$ cat src/rtl/cma_pkg.sv
`timescale 1ns / 1ps
// cma_pkg: shared types and constants for the centered moving average block.
// No dependencies; used by centered_moving_average_masked.sv.
package cma_pkg;

    localparam int SAMPLE_BITS = 32;
    localparam int HW_BITS     = 5;

    localparam logic [HW_BITS-1:0] HW_RESET = 5'd1;

    typedef struct packed {
        logic signed [SAMPLE_BITS-1:0] sample;
        logic                          sample_ok;
        logic                          last_in;
    } item_t;

    typedef struct packed {
        logic signed [SAMPLE_BITS-1:0] average;
        logic                          average_ok;
        logic                          last_out;
    } result_t;

endpackage

$ cat src/rtl/cma_div.sv
`timescale 1ns / 1ps
// cma_div: restoring divider, one quotient bit per cycle, signed dividend
// by unsigned divisor, quotient truncated toward zero. Standalone module.
module cma_div #(
    parameter int SUM_W = 38,
    parameter int CNT_W = 6
) (
    input  logic                    clk,
    input  logic                    rst_n,
    input  logic                    start,
    input  logic signed [SUM_W-1:0] dividend,
    input  logic        [CNT_W-1:0] divisor,
    output logic                    done,
    output logic signed [SUM_W-1:0] quotient
);

    localparam int STEP_W = $clog2(SUM_W + 1);

    logic              busy_reg, busy_next;
    logic              done_reg, done_next;
    logic [STEP_W-1:0] step_reg, step_next;
    logic              neg_reg, neg_next;
    logic [CNT_W-1:0]  rem_reg, rem_next;
    logic [SUM_W-1:0]  quo_reg, quo_next;
    logic [CNT_W-1:0]  div_reg, div_next;

    logic [CNT_W:0]    trial;
    logic [CNT_W:0]    diff;
    logic              fits;

    assign trial = {rem_reg, quo_reg[SUM_W-1]};
    assign fits  = trial >= {1'b0, div_reg};
    assign diff  = trial - {1'b0, div_reg};

    always_comb
    begin
        busy_next = busy_reg;
        done_next = 1'b0;
        step_next = step_reg;
        neg_next  = neg_reg;
        rem_next  = rem_reg;
        quo_next  = quo_reg;
        div_next  = div_reg;
        if (start)
        begin
            busy_next = 1'b1;
            step_next = '0;
            neg_next  = dividend[SUM_W-1];
            quo_next  = dividend[SUM_W-1] ? (~dividend + 1'b1) : dividend;
            rem_next  = '0;
            div_next  = divisor;
        end
        else if (busy_reg)
        begin
            rem_next  = fits ? diff[CNT_W-1:0] : trial[CNT_W-1:0];
            quo_next  = {quo_reg[SUM_W-2:0], fits};
            step_next = step_reg + 1'b1;
            if (step_reg == STEP_W'(SUM_W - 1))
            begin
                busy_next = 1'b0;
                done_next = 1'b1;
            end
        end
    end

    always_ff @(posedge clk or negedge rst_n)
    begin
        if (!rst_n)
        begin
            busy_reg <= 1'b0;
            done_reg <= 1'b0;
            step_reg <= '0;
        end
        else
        begin
            busy_reg <= busy_next;
            done_reg <= done_next;
            step_reg <= step_next;
        end
    end

    always_ff @(posedge clk)
    begin
        neg_reg <= neg_next;
        rem_reg <= rem_next;
        quo_reg <= quo_next;
        div_reg <= div_next;
    end

    assign done     = done_reg;
    assign quotient = neg_reg ? (~quo_reg + 1'b1) : quo_reg;

endmodule

$ cat src/rtl/centered_moving_average_masked.sv
`timescale 1ns / 1ps
// centered_moving_average_masked: top level, window ring memory and sequencer.
// Depends on cma_pkg and cma_div.
//
//  channel   signals                              request moves
//  -------   ----------------------------------   ------------------------
//  cfg       cfg_valid / cfg_ready / cfg_data     half_window write
//  item      item_valid / item_stall / item       one sample request
//  result    result_valid / result_stall / result one averaged result
//
// A sample is registered from the item port, then written into the ring in S_UPDATE;
// each result then goes through the bit-serial divider (SUM_W = SAMPLE_BITS + 6 = 38
// at defaults), which is skipped when the centre sample is invalid or the count is zero.
// During a flush each trimmed slot adds a ring read (S_TRIM, then S_TRIM_RD).
// Reset clears the control state and sets half_window to 1; no clearing pass.
// A stalled result sits in the output register; the next sample is taken meanwhile.
module centered_moving_average_masked #(
    parameter int MAX_HALF = 31
) (
    input  logic                            clk,
    input  logic                            rst_n,
    input  logic                            cfg_valid,
    output logic                            cfg_ready,
    input  logic [cma_pkg::HW_BITS-1:0]     cfg_data,
    input  logic                            item_valid,
    output logic                            item_stall,
    input  cma_pkg::item_t                  item,
    output logic                            result_valid,
    input  logic                            result_stall,
    output cma_pkg::result_t                result
);

    localparam int SB    = cma_pkg::SAMPLE_BITS;
    localparam int RING  = 2 * MAX_HALF + 1;
    localparam int PTR_W = $clog2(RING);
    localparam int CNT_W = $clog2(RING + 1);
    localparam int SUM_W = SB + CNT_W;

    localparam logic [2:0] S_IDLE    = 3'd0;
    localparam logic [2:0] S_UPDATE  = 3'd1;
    localparam logic [2:0] S_PLAN    = 3'd2;
    localparam logic [2:0] S_TRIM    = 3'd3;
    localparam logic [2:0] S_TRIM_RD = 3'd4;
    localparam logic [2:0] S_DIV     = 3'd5;
    localparam logic [2:0] S_OUT     = 3'd6;

    function automatic logic [PTR_W-1:0] sub_mod(input logic [PTR_W-1:0] a,
                                                 input logic [CNT_W-1:0] b);
        logic [CNT_W:0] wa;
        logic [CNT_W:0] wb;
        logic [CNT_W:0] r;
        wa = (CNT_W + 1)'(a);
        wb = (CNT_W + 1)'(b);
        if (wa >= wb)
            r = wa - wb;
        else
            r = wa + (CNT_W + 1)'(RING) - wb;
        return PTR_W'(r);
    endfunction

    logic [2:0]                  state_reg, state_next;
    logic [cma_pkg::HW_BITS-1:0] hw_reg, hw_next;
    logic [RING-1:0]             valid_reg, valid_next;
    logic signed [SUM_W-1:0]     sum_reg, sum_next;
    logic [CNT_W-1:0]            count_reg, count_next;
    logic [CNT_W-1:0]            arrivals_reg, arrivals_next;
    logic [PTR_W-1:0]            ptr_reg, ptr_next;
    logic [PTR_W-1:0]            newest_reg, newest_next;
    logic [CNT_W-1:0]            e_reg, e_next;
    logic [CNT_W-1:0]            wn_reg, wn_next;
    cma_pkg::item_t              item_reg, item_next;
    logic signed [SB-1:0]        pend_avg_reg, pend_avg_next;
    logic                        pend_ok_reg, pend_ok_next;
    cma_pkg::result_t            result_reg, result_next;
    logic                        result_valid_reg, result_valid_next;

    logic [SB-1:0]               ring_mem [RING];
    logic [SB-1:0]               rd_data_reg;
    logic [PTR_W-1:0]            mem_raddr;
    logic                        mem_we;

    logic [CNT_W-1:0]            h;
    logic [CNT_W-1:0]            len;
    logic [CNT_W-1:0]            e_plus;
    logic [CNT_W-1:0]            need;
    logic [CNT_W-1:0]            cnt_m1;
    logic [PTR_W-1:0]            drop_slot;
    logic [PTR_W-1:0]            trim_slot;
    logic [PTR_W-1:0]            centre_slot;
    logic [PTR_W-1:0]            ptr_inc;
    logic                        full;
    logic                        drop_en;
    logic                        final_res;
    logic                        clear;
    logic signed [SUM_W-1:0]     rd_ext;
    logic signed [SUM_W-1:0]     smp_ext;

    logic                        div_start;
    logic                        div_done;
    logic signed [SUM_W-1:0]     div_quotient;

    always_comb
    begin
        if (int'(hw_reg) > MAX_HALF)
            h = CNT_W'(MAX_HALF);
        else
            h = CNT_W'(hw_reg);
    end

    assign len         = CNT_W'({h, 1'b1});
    assign e_plus      = e_reg + h + 1'b1;
    assign need        = (e_plus < arrivals_reg) ? e_plus : arrivals_reg;
    assign cnt_m1      = arrivals_reg - 1'b1;
    assign drop_slot   = sub_mod(ptr_reg, len);
    assign trim_slot   = sub_mod(newest_reg, wn_reg - 1'b1);
    assign centre_slot = sub_mod(newest_reg, e_reg);
    assign ptr_inc     = (ptr_reg == PTR_W'(RING - 1)) ? '0 : ptr_reg + 1'b1;
    assign full        = arrivals_reg >= len;
    assign drop_en     = full && valid_reg[drop_slot];
    assign final_res   = !item_reg.last_in || (e_reg == '0);
    assign rd_ext      = {{CNT_W{rd_data_reg[SB-1]}}, rd_data_reg};
    assign smp_ext     = {{CNT_W{item_reg.sample[SB-1]}}, item_reg.sample};
    assign mem_raddr   = (state_reg == S_TRIM) ? trim_slot : drop_slot;

    assign cfg_ready    = (state_reg == S_IDLE);
    assign item_stall   = (state_reg != S_IDLE) || cfg_valid;
    assign result_valid = result_valid_reg;
    assign result       = result_reg;

    always_comb
    begin
        state_next        = state_reg;
        hw_next           = hw_reg;
        valid_next        = valid_reg;
        sum_next          = sum_reg;
        count_next        = count_reg;
        arrivals_next     = arrivals_reg;
        ptr_next          = ptr_reg;
        newest_next       = newest_reg;
        e_next            = e_reg;
        wn_next           = wn_reg;
        item_next         = item_reg;
        pend_avg_next     = pend_avg_reg;
        pend_ok_next      = pend_ok_reg;
        result_next       = result_reg;
        result_valid_next = result_valid_reg && result_stall;
        mem_we            = 1'b0;
        div_start         = 1'b0;
        clear             = 1'b0;

        case (state_reg)
            S_IDLE:
            begin
                if (cfg_valid)
                begin
                    hw_next = cfg_data;
                    clear   = 1'b1;
                end
                else if (item_valid)
                begin
                    item_next  = item;
                    state_next = S_UPDATE;
                end
            end
            S_UPDATE:
            begin
                mem_we = 1'b1;
                if (drop_en)
                    valid_next[drop_slot] = 1'b0;
                valid_next[ptr_reg] = item_reg.sample_ok;
                sum_next   = sum_reg - (drop_en ? rd_ext : '0)
                           + (item_reg.sample_ok ? smp_ext : '0);
                count_next = count_reg - CNT_W'(drop_en) + CNT_W'(item_reg.sample_ok);
                if (!full)
                    arrivals_next = arrivals_reg + 1'b1;
                newest_next = ptr_reg;
                ptr_next    = ptr_inc;
                state_next  = S_PLAN;
            end
            S_PLAN:
            begin
                wn_next = arrivals_reg;
                if (item_reg.last_in)
                begin
                    e_next     = (cnt_m1 < h) ? cnt_m1 : h;
                    state_next = S_TRIM;
                end
                else if (arrivals_reg > h)
                begin
                    e_next     = h;
                    state_next = S_TRIM;
                end
                else
                begin
                    state_next = S_IDLE;
                end
            end
            S_TRIM:
            begin
                if (wn_reg > need)
                begin
                    state_next = S_TRIM_RD;
                end
                else if (valid_reg[centre_slot] && (count_reg != '0))
                begin
                    div_start  = 1'b1;
                    state_next = S_DIV;
                end
                else
                begin
                    pend_avg_next = '0;
                    pend_ok_next  = 1'b0;
                    state_next    = S_OUT;
                end
            end
            S_TRIM_RD:
            begin
                if (valid_reg[trim_slot])
                begin
                    valid_next[trim_slot] = 1'b0;
                    sum_next   = sum_reg - rd_ext;
                    count_next = count_reg - 1'b1;
                end
                wn_next    = wn_reg - 1'b1;
                state_next = S_TRIM;
            end
            S_DIV:
            begin
                if (div_done)
                begin
                    pend_avg_next = div_quotient[SB-1:0];
                    pend_ok_next  = 1'b1;
                    state_next    = S_OUT;
                end
            end
            S_OUT:
            begin
                if (!result_valid_reg || !result_stall)
                begin
                    result_next.average    = pend_avg_reg;
                    result_next.average_ok = pend_ok_reg;
                    result_next.last_out   = item_reg.last_in && (e_reg == '0);
                    result_valid_next      = 1'b1;
                    if (final_res)
                    begin
                        clear      = item_reg.last_in;
                        state_next = S_IDLE;
                    end
                    else
                    begin
                        e_next     = e_reg - 1'b1;
                        state_next = S_TRIM;
                    end
                end
            end
            default:
            begin
                state_next = S_IDLE;
            end
        endcase

        if (clear)
        begin
            valid_next    = '0;
            sum_next      = '0;
            count_next    = '0;
            arrivals_next = '0;
            ptr_next      = '0;
        end
    end

    always_ff @(posedge clk or negedge rst_n)
    begin
        if (!rst_n)
        begin
            state_reg        <= S_IDLE;
            hw_reg           <= cma_pkg::HW_RESET;
            valid_reg        <= '0;
            sum_reg          <= '0;
            count_reg        <= '0;
            arrivals_reg     <= '0;
            ptr_reg          <= '0;
            newest_reg       <= '0;
            e_reg            <= '0;
            wn_reg           <= '0;
            result_valid_reg <= 1'b0;
        end
        else
        begin
            state_reg        <= state_next;
            hw_reg           <= hw_next;
            valid_reg        <= valid_next;
            sum_reg          <= sum_next;
            count_reg        <= count_next;
            arrivals_reg     <= arrivals_next;
            ptr_reg          <= ptr_next;
            newest_reg       <= newest_next;
            e_reg            <= e_next;
            wn_reg           <= wn_next;
            result_valid_reg <= result_valid_next;
        end
    end

    always_ff @(posedge clk)
    begin
        item_reg     <= item_next;
        pend_avg_reg <= pend_avg_next;
        pend_ok_reg  <= pend_ok_next;
        result_reg   <= result_next;
    end

    // ring of sample values, one write and one registered read per cycle
    always_ff @(posedge clk)
    begin
        if (mem_we)
            ring_mem[ptr_reg] <= item_reg.sample;
        rd_data_reg <= ring_mem[mem_raddr];
    end

    cma_div #(
        .SUM_W (SUM_W),
        .CNT_W (CNT_W)
    ) u_div (
        .clk      (clk),
        .rst_n    (rst_n),
        .start    (div_start),
        .dividend (sum_reg),
        .divisor  (count_reg),
        .done     (div_done),
        .quotient (div_quotient)
    );

    a_count_matches_valid: assert property (@(posedge clk) disable iff (!rst_n)
        $countones(valid_reg) == int'(count_reg))
        else $error("usable count out of step with valid bits");

    a_arrivals_bounded: assert property (@(posedge clk) disable iff (!rst_n)
        arrivals_reg <= len)
        else $error("arrival count beyond window length");

    a_div_done_in_div: assert property (@(posedge clk) disable iff (!rst_n)
        div_done |-> (state_reg == S_DIV))
        else $error("divider finished outside divide state");

    a_result_from_out: assert property (@(posedge clk) disable iff (!rst_n)
        $rose(result_valid_reg) |-> ($past(state_reg) == S_OUT))
        else $error("result raised outside output state");

endmodule
$ cat config.mk
export PLATFORM = sky130hd
export DESIGN_NAME = centered_moving_average_masked
export DESIGN_NICKNAME = d
export VERILOG_FILES = /design/src/rtl/cma_pkg.sv /design/src/rtl/cma_div.sv /design/src/rtl/centered_moving_average_masked.sv
export SDC_FILE = /design/constraint.sdc
export NUM_CORES = 2
export LEC_CHECK = 0
export BUFFER_PORTS_ARGS = -buffer_cell sky130_fd_sc_hd__buf_2
export CORE_UTILIZATION = 34
export CTS_CLUSTER_SIZE = 28
export DETAILED_ROUTE_END_ITERATION = 7
export GPL_ROUTABILITY_DRIVEN = 0
export GPL_TIMING_DRIVEN = 0
export PLACE_DENSITY = 0.58
export SLEW_MARGIN = 10
export SYNTH_ARGS = -nofsm -noshare
export SYNTH_HDL_FRONTEND = slang
export SYNTH_SLANG_ARGS = --single-unit
$ cat constraint.sdc
create_clock -name clk -period 15.7 [get_ports clk]
set_input_delay 3.14 -clock clk [delete_from_list [all_inputs] [get_ports clk]]
set_output_delay 3.14 -clock clk [all_outputs]
set_load 0.005 [all_outputs]
==> run metrics <==
post-CTS setup buffer count 0; Slew headroom -3.60%; Initial Utilization between 30 and 40%; Period minus WS final 10960 ps; share of the synthesized area in the top cell type about 62%; DR vias around 67000; CTS tree built; WHS Path Cells 0; Worst Clk Skew roughly 150 ps; Yosys reg bits 2354; Clk Latency, worst-skew pair 960 ps; Ys Warns 0; Clock transition at path regs 60 ps; Die ar. 310000 µm²; endpoints failing setup 0; sequential fraction of the synthesis area between 60% and 70%; antenna viol nets, final 0; TNS Setup 0 ps; routed len/inst 27.7 µm; synthesized area 105000 µm²; reg2reg setup slack 4740 ps; DRC viols 2; Critical Path RT roughly 16000 ps; Netlist cell types 93; RR Startpoint ptr_reg[0]$_DFFE_PN0P_; max reg flops 2016; htree depth 4; CTS Buf Count 234; Worst Reg-to-Reg Cells 31; Placed Cells incl. Taps 11200; Tcrit/Tclk final about 70%; syn nets approximately 7100; die width about 560 µm; Final Non-Filler Cells roughly 12000; DRT iter0 DRCs 9006; Setup crit start kind register; Peak Freq 0.0912 GHz; Syn Inst Count 6817; TritonRoute pass-1 iters 8; HPWL after detailed placement about 240000 µm; vias in the first global route around 64000; antenna violations before repair 39; # Max-Cap Violations 2; CP peak stage delay 1030 ps; unrepaired setup endpoints after global routing false; Longest Clk Path Bufs 4; gr ovfl total 0; WL final 324000 µm; row cnt 203; first-pass GRT wire length 462000 µm; WHS Endpoint result[1]$_DFFE_PP_; Hold Vio Cnt, Final 0; Die H between 500 and 600 µm; top cells by area, synth edfxtp_1 (62%), mux4_2 (10%), dfrtp_1 (3.7%), ha_1 (2.0%), nor2_1 (1.8%); largest net degree at the start of global routing 90; Post-CTS Hold Buffers 0; Slowest cell on crit path a21oi_1; Total GRT Usage 20.5%; io pins 81; Buffers on Ports 80; DR vias/cell between 5 and 6; share of cells above drive strength 1 17.6%; Synth Flop Type edfxtp_1; Slew @ Worst Pin approximately 1500 ps; Crit. End Element register; Worst EP arrival about 12000 ps; Post-Syn Area per Cell 15.4 µm²; crit path buf inv count 8; clock net sink count 2354; HP Class reg2reg; Post-synth EDFFs 2162; maximum fanout along the worst path 11; reg2reg end sum_reg[34]$_DFFE_PN0P_; Placeable Area 306000 µm²; failing checks DRC, capacitance limit, slew limit; CP top delay family compound AO/OA/AOI/OAI gates; Post-synth ARST share 6.54%; CTS resizes 0; CP Class reg2reg; hold_sp pend_ok_reg$_DFFE_PP_; status finished with violations; Layout Nets 7564; Root Driver clkbuf_16; area delta synth->final 16.5%; Slew Viols, Final 3; cell taking the most area after synthesis edfxtp_1
-- cells in the mapped netlist, types with 68 or more instances --
| master | count |
|---|---|
| a21oi_1 | 303 |
| a22oi_1 | 70 |
| a31oi_1 | 93 |
| and2_1 | 82 |
| clkbuf_1 | 264 |
| dfrtp_1 | 153 |
| edfxtp_1 | 2162 |
| ha_1 | 164 |
| inv_1 | 242 |
| mux2_2 | 92 |
| mux2i_1 | 85 |
| mux4_2 | 486 |
| nand2_1 | 483 |
| nand3_1 | 124 |
| nor2_1 | 505 |
| o211ai_1 | 68 |
| o21ai_0 | 237 |
| o22ai_1 | 88 |
| xnor2_1 | 116 |
-- logic make-up after synthesis --
family	after synthesis	synth area share [%]
xor+xnor	181	1.53
buf+inv	619	2.27
flops	2354	66.4
compound gates	1280	8.04
mux	669	12.3
fa+ha+maj	211	2.86
simple gates	1503	6.60
-- area by class of cell --
| class | instances | area, µm² |
|---|---|---|
| Buffer | 375 | 1480 |
| Sequential cell | 2354 | 69500 |
| Timing Repair Buffer | 256 | 4010 |
| Inverter | 244 | 916 |
| Tap cell | 4100 | 5130 |
| Clock inverter | 124 | 1080 |
| Fill cell | 27800 | 184000 |
| Clock buffer | 297 | 6140 |
| Multi-Input combinational cell | 3844 | 33400 |
| Antenna cell | 109 | 273 |
-- routing by layer --
metal | global-route usage (%) | vias up | routed length [µm]
met2 | 30.3 | 3749 | 140000
li1 | - | 27900 | -
met3 | 3.98 | 757 | 32400
met5 | 0 | - | 71
met1 | 29.6 | 34100 | 136000
met4 | 8.29 | 12 | 15100
-- worst max path at each step --
stage	slack, ps	to	depth (start not counted)	from
floorplan	7580	sum_reg[34]$_DFFE_PN0P_	31	ptr_reg[0]$_DFFE_PN0P_
global placement	5100	sum_reg[34]$_DFFE_PN0P_	32	ptr_reg[0]$_DFFE_PN0P_
detailed placement	5170	sum_reg[34]$_DFFE_PN0P_	31	ptr_reg[0]$_DFFE_PN0P_
CTS	5080	sum_reg[34]$_DFFE_PN0P_	31	ptr_reg[0]$_DFFE_PN0P_
global route	4200	sum_reg[33]$_DFFE_PN0P_	31	ptr_reg[0]$_DFFE_PN0P_
finish	4740	sum_reg[34]$_DFFE_PN0P_	31	ptr_reg[0]$_DFFE_PN0P_
-- worst reg2reg max path, delay by kind of cell, from the launching register on --
| kind | cells | cell delay [ps] |
|---|---|---|
| AO/OA/AOI/OAI | 12 | 4510 |
| flip-flops | 1 | 410 |
| adder cells (fa/ha/maj) | 3 | 1320 |
| buffers and inverters | 8 | 2260 |
| AND/OR/NAND/NOR | 6 | 1840 |
| multiplexers | 1 | 300 |
| XOR/XNOR | 1 | 240 |
-- cell usage in the layout, fill, tap and decap left out, drive strengths merged, types with 24 or more instances in the layout --
| master | count |
|---|---|
| and3 | 29 |
| o2111a | 24 |
| o22ai | 88 |
| a22oi | 70 |
| nor2 | 507 |
| a31oi | 93 |
| nand2b | 35 |
| buf | 364 |
| diode | 109 |
| xnor2 | 116 |
| a21oi | 305 |
| mux2 | 98 |
| dfrtp | 153 |
| clkbuf | 564 |
| a21o | 50 |
| edfxtp | 2162 |
| mux2i | 85 |
| o21ai | 241 |
| nand2 | 486 |
| xor2 | 64 |
| nand3 | 124 |
| and4b | 30 |
| ha | 164 |
| fa | 47 |
| a211oi | 62 |
| mux4 | 486 |
| o211ai | 68 |
| inv | 249 |
| o2111ai | 57 |
| nor3 | 66 |
| clkinv | 100 |
| and2 | 83 |
| o31ai | 48 |
| dfxtp | 38 |
| nand4 | 27 |
-- stage by stage --
step                setup WS [ps]  util [%]  hold slack [ps]  instance area, µm²
finish                       4740      39.9              395              122000
global placement             5100      36.0              408              110000
global route                 4200      39.9              420              122000
CTS                          5080      39.8              402              122000
floorplan                    7580         -              400              105000
detailed placement           5170      37.4              405              114000
Power is not shown: default switching activity piles up to over one toggle a cycle in this logic, so the estimate is an artifact.
